### config.mk
export PLATFORM = sky130hd
export DESIGN_NAME = crc_checked_frame_receiver
export DESIGN_NICKNAME = d
export VERILOG_FILES = /design/src/rtl/crcfr_pkg.sv /design/src/rtl/crcfr_ram.sv /design/src/rtl/crc_checked_frame_receiver.sv
export SDC_FILE = /design/constraint.sdc
export NUM_CORES = 1
export LEC_CHECK = 0
export BUFFER_PORTS_ARGS = -buffer_cell sky130_fd_sc_hd__buf_2
export CORE_AREA = 2 2 227 229
export CTS_CLUSTER_SIZE = 14
export DETAILED_ROUTE_END_ITERATION = 12
export DIE_AREA = 0 0 229 231
export PLACE_DENSITY = 0.67
export SLEW_MARGIN = 20
export SYNTH_ARGS = -nofsm -noshare
export SYNTH_HDL_FRONTEND = slang
export SYNTH_SLANG_ARGS = --single-unit
### constraint.sdc
create_clock -name clock -period 6.2 [get_ports clock]
set_clock_uncertainty 0.2 [all_clocks]
set_input_delay 0 -clock clock [delete_from_list [all_inputs] [get_ports clock]]
set_output_delay 0 -clock clock [all_outputs]
set_load 0.005 [all_outputs]
### src/rtl/crcfr_pkg.sv
package crcfr_pkg;

   localparam int MAX_FRAME_BYTES = 64;
   localparam int BUF_DEPTH       = 32;
   localparam int BUF_AW          = $clog2(BUF_DEPTH);
   localparam int COUNT_W         = 7;
   localparam int SCAN_W          = BUF_AW + 1;
   localparam int CRC_LEN         = 28;
   localparam int ZERO_FIRST      = 24;
   localparam int CRC_HI_POS      = 28;
   localparam int CRC_LO_POS      = 29;
   localparam int CR_POS          = 30;
   localparam int LF_POS          = 31;
   localparam int PAY_FIRST       = 2;
   localparam int PAY_LEN         = 12;

   localparam logic [15:0] CRC_INIT = 16'hFFFF;
   localparam logic [15:0] CRC_POLY = 16'hA001;
   localparam logic [15:0] RUN_MAX  = 16'hFFFF;
   localparam logic [7:0]  CHAR_CR  = 8'h0d;
   localparam logic [7:0]  CHAR_LF  = 8'h0a;

   typedef enum logic {
      OP_BYTE = 1'b0,
      OP_IDLE = 1'b1
   } op_type;

   typedef enum logic [1:0] {
      ST_IDLE,
      ST_SCAN,
      ST_DONE
   } state_type;

   typedef struct packed {
      logic       op;
      logic [7:0] rx_byte;
   } req_type;

   typedef struct packed {
      logic        frame_ok;
      logic [15:0] fail_run;
      logic [7:0]  mode_a;
      logic [7:0]  mode_b;
      logic [7:0]  a_x;
      logic [7:0]  a_y;
      logic [7:0]  b_x;
      logic [7:0]  b_y;
      logic [15:0] p1_xy;
      logic [15:0] p2_xy;
      logic [15:0] ball_xy;
   } rsp_type;

   function automatic logic [15:0] crc_byte(input logic [15:0] crc, input logic [7:0] d);
      logic [15:0] c;
      c = crc ^ {8'h00, d};
      for (int b = 0; b < 8; b++) begin
         if (c[0]) begin
            c = (c >> 1) ^ CRC_POLY;
         end else begin
            c = c >> 1;
         end
      end
      return c;
   endfunction

endpackage

### src/rtl/crcfr_ram.sv
module crcfr_ram #(
   parameter int WIDTH = 8,
   parameter int DEPTH = 32
) (
   input  logic                     clock,
   input  logic                     wr_en,
   input  logic [$clog2(DEPTH)-1:0] wr_addr,
   input  logic [WIDTH-1:0]         wr_data,
   input  logic                     rd_en,
   input  logic [$clog2(DEPTH)-1:0] rd_addr,
   output logic [WIDTH-1:0]         rd_data
);

   logic [WIDTH-1:0] mem [DEPTH];
   logic [WIDTH-1:0] rd_data_ff;

   always_ff @(posedge clock) begin
      if (wr_en) begin
         mem[wr_addr] <= wr_data;
      end
      if (rd_en) begin
         rd_data_ff <= mem[rd_addr];
      end
   end

   assign rd_data = rd_data_ff;

endmodule

### src/rtl/crc_checked_frame_receiver.sv
// Channel | Direction | Handshake             | Payload
// req     | in        | req_valid / req_stall | req_data  (req_type: op, rx_byte)
// rsp     | out       | rsp_valid / rsp_stall | rsp_data  (rsp_type: one per line idle)
//
// On a line idle the frame buffer RAM is read one byte per cycle over 32 entries,
// each of the first 28 bytes going through the CRC in the cycle after its read,
// then the ST_DONE state checks the frame and latches the result.
// Reset is synchronous and clears the buffer valid bits, count, run and latches.
// A result waits in the output register while rsp_stall is high; bytes and the
// next idle scan are still taken, and the check cycle holds until it is free.
module crc_checked_frame_receiver
   import crcfr_pkg::*;
(
   input  logic    clock,
   input  logic    reset,
   input  logic    req_valid,
   output logic    req_stall,
   input  req_type req_data,
   output logic    rsp_valid,
   input  logic    rsp_stall,
   output rsp_type rsp_data
);

   state_type              state_ff, state_in;
   logic [COUNT_W-1:0]     byte_count_ff, byte_count_in;
   logic [BUF_DEPTH-1:0]   valid_ff, valid_in;
   logic [SCAN_W-1:0]      scan_cnt_ff, scan_cnt_in;
   logic                   rd_pend_ff, rd_pend_in;
   logic [BUF_AW-1:0]      rd_idx_ff, rd_idx_in;
   logic [15:0]            crc_ff, crc_in;
   logic [15:0]            rx_crc_ff, rx_crc_in;
   logic                   zero_ok_ff, zero_ok_in;
   logic                   tail_ok_ff, tail_ok_in;
   logic [7:0]             pay_ff [PAY_LEN];
   logic [7:0]             pay_in [PAY_LEN];
   logic [7:0]             latched_ff [PAY_LEN];
   logic [7:0]             latched_in [PAY_LEN];
   logic [15:0]            run_ff, run_in;
   logic                   rsp_valid_ff, rsp_valid_in;
   rsp_type                rsp_data_ff, rsp_data_in;

   logic                   req_take;
   logic                   wr_en;
   logic [BUF_AW-1:0]      wr_addr;
   logic [7:0]             wr_data;
   logic                   rd_en;
   logic [BUF_AW-1:0]      rd_addr;
   logic [7:0]             rd_data;
   logic [7:0]             byte_d;
   logic                   frame_ok;

   crcfr_ram #(
      .WIDTH(8),
      .DEPTH(BUF_DEPTH)
   ) u_frame_ram (
      .clock  (clock),
      .wr_en  (wr_en),
      .wr_addr(wr_addr),
      .wr_data(wr_data),
      .rd_en  (rd_en),
      .rd_addr(rd_addr),
      .rd_data(rd_data)
   );

   assign req_stall = (state_ff != ST_IDLE);
   assign req_take  = req_valid && !req_stall;
   assign byte_d    = valid_ff[rd_idx_ff] ? rd_data : 8'h00;
   assign frame_ok  = zero_ok_ff && tail_ok_ff && (crc_ff == rx_crc_ff);

   always_comb begin
      state_in      = state_ff;
      byte_count_in = byte_count_ff;
      valid_in      = valid_ff;
      scan_cnt_in   = scan_cnt_ff;
      rd_pend_in    = 1'b0;
      rd_idx_in     = rd_idx_ff;
      crc_in        = crc_ff;
      rx_crc_in     = rx_crc_ff;
      zero_ok_in    = zero_ok_ff;
      tail_ok_in    = tail_ok_ff;
      pay_in        = pay_ff;
      latched_in    = latched_ff;
      run_in        = run_ff;
      rsp_valid_in  = rsp_valid_ff && rsp_stall;
      rsp_data_in   = rsp_data_ff;
      wr_en         = 1'b0;
      wr_addr       = byte_count_ff[BUF_AW-1:0];
      wr_data       = 8'h00;
      rd_en         = 1'b0;
      rd_addr       = scan_cnt_ff[BUF_AW-1:0];

      unique case (state_ff)
         ST_IDLE: begin
            if (req_take) begin
               if (req_data.op == OP_BYTE) begin
                  if (byte_count_ff < COUNT_W'(MAX_FRAME_BYTES)) begin
                     byte_count_in = byte_count_ff + 1'b1;
                     if (byte_count_ff < COUNT_W'(BUF_DEPTH)) begin
                        wr_en    = 1'b1;
                        wr_data  = req_data.rx_byte;
                        valid_in[byte_count_ff[BUF_AW-1:0]] = 1'b1;
                     end
                  end
               end else begin
                  if (byte_count_ff < COUNT_W'(BUF_DEPTH)) begin
                     wr_en   = 1'b1;
                     valid_in[byte_count_ff[BUF_AW-1:0]] = 1'b1;
                  end
                  byte_count_in = '0;
                  scan_cnt_in   = '0;
                  crc_in        = CRC_INIT;
                  zero_ok_in    = 1'b1;
                  tail_ok_in    = 1'b1;
                  state_in      = ST_SCAN;
               end
            end
         end
         ST_SCAN: begin
            if (!scan_cnt_ff[SCAN_W-1]) begin
               rd_en       = 1'b1;
               rd_pend_in  = 1'b1;
               rd_idx_in   = scan_cnt_ff[BUF_AW-1:0];
               scan_cnt_in = scan_cnt_ff + 1'b1;
            end else begin
               state_in = ST_DONE;
            end
            if (rd_pend_ff) begin
               if (rd_idx_ff < BUF_AW'(CRC_LEN)) begin
                  crc_in = crc_byte(crc_ff, byte_d);
               end
               if (rd_idx_ff >= BUF_AW'(ZERO_FIRST) && rd_idx_ff < BUF_AW'(CRC_LEN)
                   && byte_d != 8'h00) begin
                  zero_ok_in = 1'b0;
               end
               if (rd_idx_ff == BUF_AW'(CRC_HI_POS)) begin
                  rx_crc_in[15:8] = byte_d;
               end
               if (rd_idx_ff == BUF_AW'(CRC_LO_POS)) begin
                  rx_crc_in[7:0] = byte_d;
               end
               if (rd_idx_ff == BUF_AW'(CR_POS) && byte_d != CHAR_CR) begin
                  tail_ok_in = 1'b0;
               end
               if (rd_idx_ff == BUF_AW'(LF_POS) && byte_d != CHAR_LF) begin
                  tail_ok_in = 1'b0;
               end
               for (int k = 0; k < PAY_LEN; k++) begin
                  if (rd_idx_ff == BUF_AW'(k + PAY_FIRST)) begin
                     pay_in[k] = byte_d;
                  end
               end
            end
         end
         ST_DONE: begin
            if (!(rsp_valid_ff && rsp_stall)) begin
               if (frame_ok) begin
                  latched_in = pay_ff;
                  run_in     = '0;
               end else begin
                  if (run_ff != RUN_MAX) begin
                     run_in = run_ff + 1'b1;
                  end
                  latched_in[2] = 8'h00;
                  latched_in[3] = 8'h00;
                  latched_in[4] = 8'h00;
                  latched_in[5] = 8'h00;
               end
               rsp_valid_in         = 1'b1;
               rsp_data_in.frame_ok = frame_ok;
               rsp_data_in.fail_run = run_in;
               rsp_data_in.mode_a   = latched_in[0];
               rsp_data_in.mode_b   = latched_in[1];
               rsp_data_in.a_x      = latched_in[2];
               rsp_data_in.a_y      = latched_in[3];
               rsp_data_in.b_x      = latched_in[4];
               rsp_data_in.b_y      = latched_in[5];
               rsp_data_in.p1_xy    = {latched_in[6], latched_in[7]};
               rsp_data_in.p2_xy    = {latched_in[8], latched_in[9]};
               rsp_data_in.ball_xy  = {latched_in[10], latched_in[11]};
               state_in             = ST_IDLE;
            end
         end
         default: begin
            state_in = ST_IDLE;
         end
      endcase
   end

   always_ff @(posedge clock) begin
      if (reset) begin
         state_ff      <= ST_IDLE;
         byte_count_ff <= '0;
         valid_ff      <= '0;
         scan_cnt_ff   <= '0;
         rd_pend_ff    <= 1'b0;
         run_ff        <= '0;
         rsp_valid_ff  <= 1'b0;
         for (int k = 0; k < PAY_LEN; k++) begin
            latched_ff[k] <= 8'h00;
         end
      end else begin
         state_ff      <= state_in;
         byte_count_ff <= byte_count_in;
         valid_ff      <= valid_in;
         scan_cnt_ff   <= scan_cnt_in;
         rd_pend_ff    <= rd_pend_in;
         run_ff        <= run_in;
         rsp_valid_ff  <= rsp_valid_in;
         latched_ff    <= latched_in;
      end
   end

   always_ff @(posedge clock) begin
      rd_idx_ff   <= rd_idx_in;
      crc_ff      <= crc_in;
      rx_crc_ff   <= rx_crc_in;
      zero_ok_ff  <= zero_ok_in;
      tail_ok_ff  <= tail_ok_in;
      pay_ff      <= pay_in;
      rsp_data_ff <= rsp_data_in;
   end

   assign rsp_valid = rsp_valid_ff;
   assign rsp_data  = rsp_data_ff;

   assert property (@(posedge clock) disable iff (reset)
      byte_count_ff <= COUNT_W'(MAX_FRAME_BYTES))
      else $error("byte count past frame limit");

   assert property (@(posedge clock) disable iff (reset)
      $rose(rsp_valid_ff) |-> $past(state_ff == ST_DONE))
      else $error("result appeared without a frame check");

   assert property (@(posedge clock) disable iff (reset)
      rsp_valid_ff && rsp_data_ff.frame_ok |-> rsp_data_ff.fail_run == 16'h0000)
      else $error("accepted frame with nonzero failure run");

   assert property (@(posedge clock) disable iff (reset)
      rsp_valid_ff && !rsp_data_ff.frame_ok |->
         rsp_data_ff.a_x == 8'h00 && rsp_data_ff.a_y == 8'h00 &&
         rsp_data_ff.b_x == 8'h00 && rsp_data_ff.b_y == 8'h00)
      else $error("rejected frame kept coordinates");

endmodule
==> results by group <==
Final layout
  – Fin util: 56.5%
  – Ant. Diodes: 0
  – Share of cells above drive strength 1: 19.8%
  – Design Area, Final: 0.0286 mm^2
  – Fin nets: 1892
  – Area growth syn-to-layout: 14.4%

STA
  – Worst-margin pin slew: 1150 ps
  – Min Clock Period, post-route: 3600 ps
  – Setup repair after global routing missed its margin: no
  – Setup TNS: 0 ps
  – Slew HR: 23.1%
  – WHS: 44.4 ps
  – Final Setup Violations: 0
  – Slew Viols, Final: 0
  – Crit share post-route: 58.1%
  – Setup ws final: 2600 ps
  – Peak Freq: 278 MHz
  – Final hold viol count: 0

Floorplanning
  – Io pins: 128
  – Die Y: roughly 230 um
  – Die ar.: between 0.05 and 0.06 mm^2
  – Site Rows: 83
  – Die Width: 229 um
  – Initial Utilization: 49.4%
  – Core ar.: 0.0507 mm^2

Critical path
  – Worst-path cell chain: nor2_1, nand2_1, nor3_1, nor3b_2, and2_1
  – Worst-path maximum fanout: 32
  – Crit path kind: flop to flop
  – Critical Path End Type: flop
  – Critical path required time: about 6300 ps
  – Slowest cell on crit path: nor3b_2
  – CP bufs+invs: 0
  – Worst path max stage delay: 920 ps
  – Critical path arrival: between 3000 and 4000 ps
  – Delay-heaviest family, CP: simple AND/OR/NAND/NOR gates
  – CP Launch Type: flop

Placement
  – Post-Place Setup Slack: 2660 ps
  – IO Port Bufs: 127
  – Final GP Congestion: 0.814
  – Dpl cell area: ~0.026 mm^2
  – Placed wire-length estimate: 32700 um

Logic synthesis
  – Post-synth top area share: 61.5%
  – Register area share after synthesis: 71.8%
  – Yosys top cell by area: edfxtp_1
  – Post-synth EDFFs: between 500 and 600
  – Synthesized area per cell: roughly 14 um^2
  – Synth cell count leaders: edfxtp_1 (512), nand2_1 (363), nor2_1 (131)
  – Ys Warns: 0
  – Post-synthesis instance area: 0.0250 mm^2
  – Primary FF master, synth: edfxtp_1
  – Post-synth cell types: 56
  – Area contributors post-synth: edfxtp_1 (61%), dfxtp_1 (10%), mux4_2 (7.4%), nand2_1 (5.4%), a21oi_1 (2.4%)
  – Net count of the mapped netlist: ~1700
  – Cells after Synth: between 1500 and 2000
  – Asr flop ratio synth: 0%
  – Count leader, synth: edfxtp_1
  – FF+latch count, synth: 641

Clock network
  – Clk slew on worst S/H paths: 50 ps
  – PostCTS Resize Cnt: 0
  – Post-CTS Hold Buffers: 4
  – Worst-Skew Late Latency: 620 ps
  – CTS Buf Count: 66
  – Post-CTS Setup Bufs: 0
  – TritonCTS clock tree: yes
  – CTS H-tree lvls: 3
  – CTS Sinks: roughly 640
  – CTS Root Cell: clkbuf_16
  – Clock buffer depth: 3

Pwr
  – VDD IR max: 248 uV
  – Static leakage: between 9 and 10 nW
  – PD cells: 307 mW/mm^2

GRT
  – Global-route wire length before repair: 83300 um
  – Grt ovf: 0
  – Pin count of the biggest net entering global routing: 108
  – Number of global-route vias before repair: 14300
  – Initial antenna violation count: 0
  – Tot GR Track Use: 20.9%

Routing
  – Antenna-violating nets left: 0
  – Routed WL: 54800 um
  – Via-per-instance ratio: 5.48
  – Post-route DRC: 0
  – Routed len/inst: approximately 21 um
  – Routed vias: about 14000
  – 1st-iter DRT viols: 1301
  – First-pass DRT Iterations: 8

Worst hold path
  – Hold WC Path Type: primary input to flop

Flow run
  – Max_cap viols: 0

Status
  – Status: finished clean
cell usage in the layout (no fill, tap or decap), types with 29 or more instances in the layout:
cell and count:
edfxtp_1 512, nand2_1 362, dfxtp_1 126, buf_2 126, nor2_1 125, a21oi_1 120, mux4_2 82, clkbuf_16 68
and2_1 53, buf_4 36, xor2_1 34, xnor2_1 29
report_power, final:
part	switching (mW)	internal [mW]	leakage, nW
sequential	0.0283	4.63	5.74
clock	1.60	2.29	1.04
combinational	0.129	0.100	3.11
cell type report:
class                           instances  area (um^2)
Timing Repair Buffer                  167          968
Fill cell                            4022        22100
Tap cell                              680          851
Inverter                               10         40.0
Multi-Input combinational cell        987         6660
Clock inverter                         25          293
Clock buffer                           91         1840
Sequential cell                       641        18000
metal layers:
layer / routed length (um) / GRT usage (%) / vias to the layer above
met5: 0 / 0 / -
met4: 2010 / 8.62 / 0
met3: 3750 / 4.51 / 118
met2: 26400 / 34.3 / 564
met1: 22700 / 27.3 / 6999
li1: - / - / 6582
path summary, 6_finish.rpt:
path | startpoint | endpoint | slack [ps] | cells past startpoint
hold reg to reg | latched_ff[35] | latched_ff[35] | 250 | 2
setup / recovery | state_ff[1] | u_frame_ram.mem[7][2] | 2600 | 5
hold / removal | req_data[1] | u_frame_ram.mem[23][1] | 40 | 2
setup reg to reg | state_ff[1] | u_frame_ram.mem[7][2] | 2600 | 5
worst reg2reg max path, delay by kind of cell, from the launching register on:
| kind | cells | cell delay, ps |
|---|---|---|
| flip-flops | 1 | 340 |
| AND/OR/NAND/NOR | 5 | 2710 |
registers in the layout, indices dropped and copies added, names as in the netlist, 2 cells and up:
| signal | flops |
|---|---|
| valid_ff | 32 |
| state_ff | 2 |
| crc_ff | 16 |
| u_frame_ram.rd_data | 8 |
| scan_cnt_ff | 6 |
| rx_crc_ff | 16 |
| rd_idx_ff | 5 |
| latched_ff | 64 |
| u_frame_ram.mem | 256 |
| rsp_data | 113 |
| pay_ff | 96 |
| run_ff | 16 |
| byte_count_ff | 7 |
cells by family after synthesis:
logic type	after synthesis	synth area share, %
simple gates	661	11.7
flops	641	71.8
compound gates	156	3.42
buf+inv	100	1.71
mux	99	8.64
xor+xnor	65	2.39
fa+ha+maj	6	0.300
metrics by stage:
step	std cells	power, mW
after floorplan	1728	4.91
after global placement	2480	4.97
after detailed placement	2480	4.98
after CTS	2600	8.84
after global routing	2601	9.03
final	2601	8.78
Power figures use the tool's default switching activity.
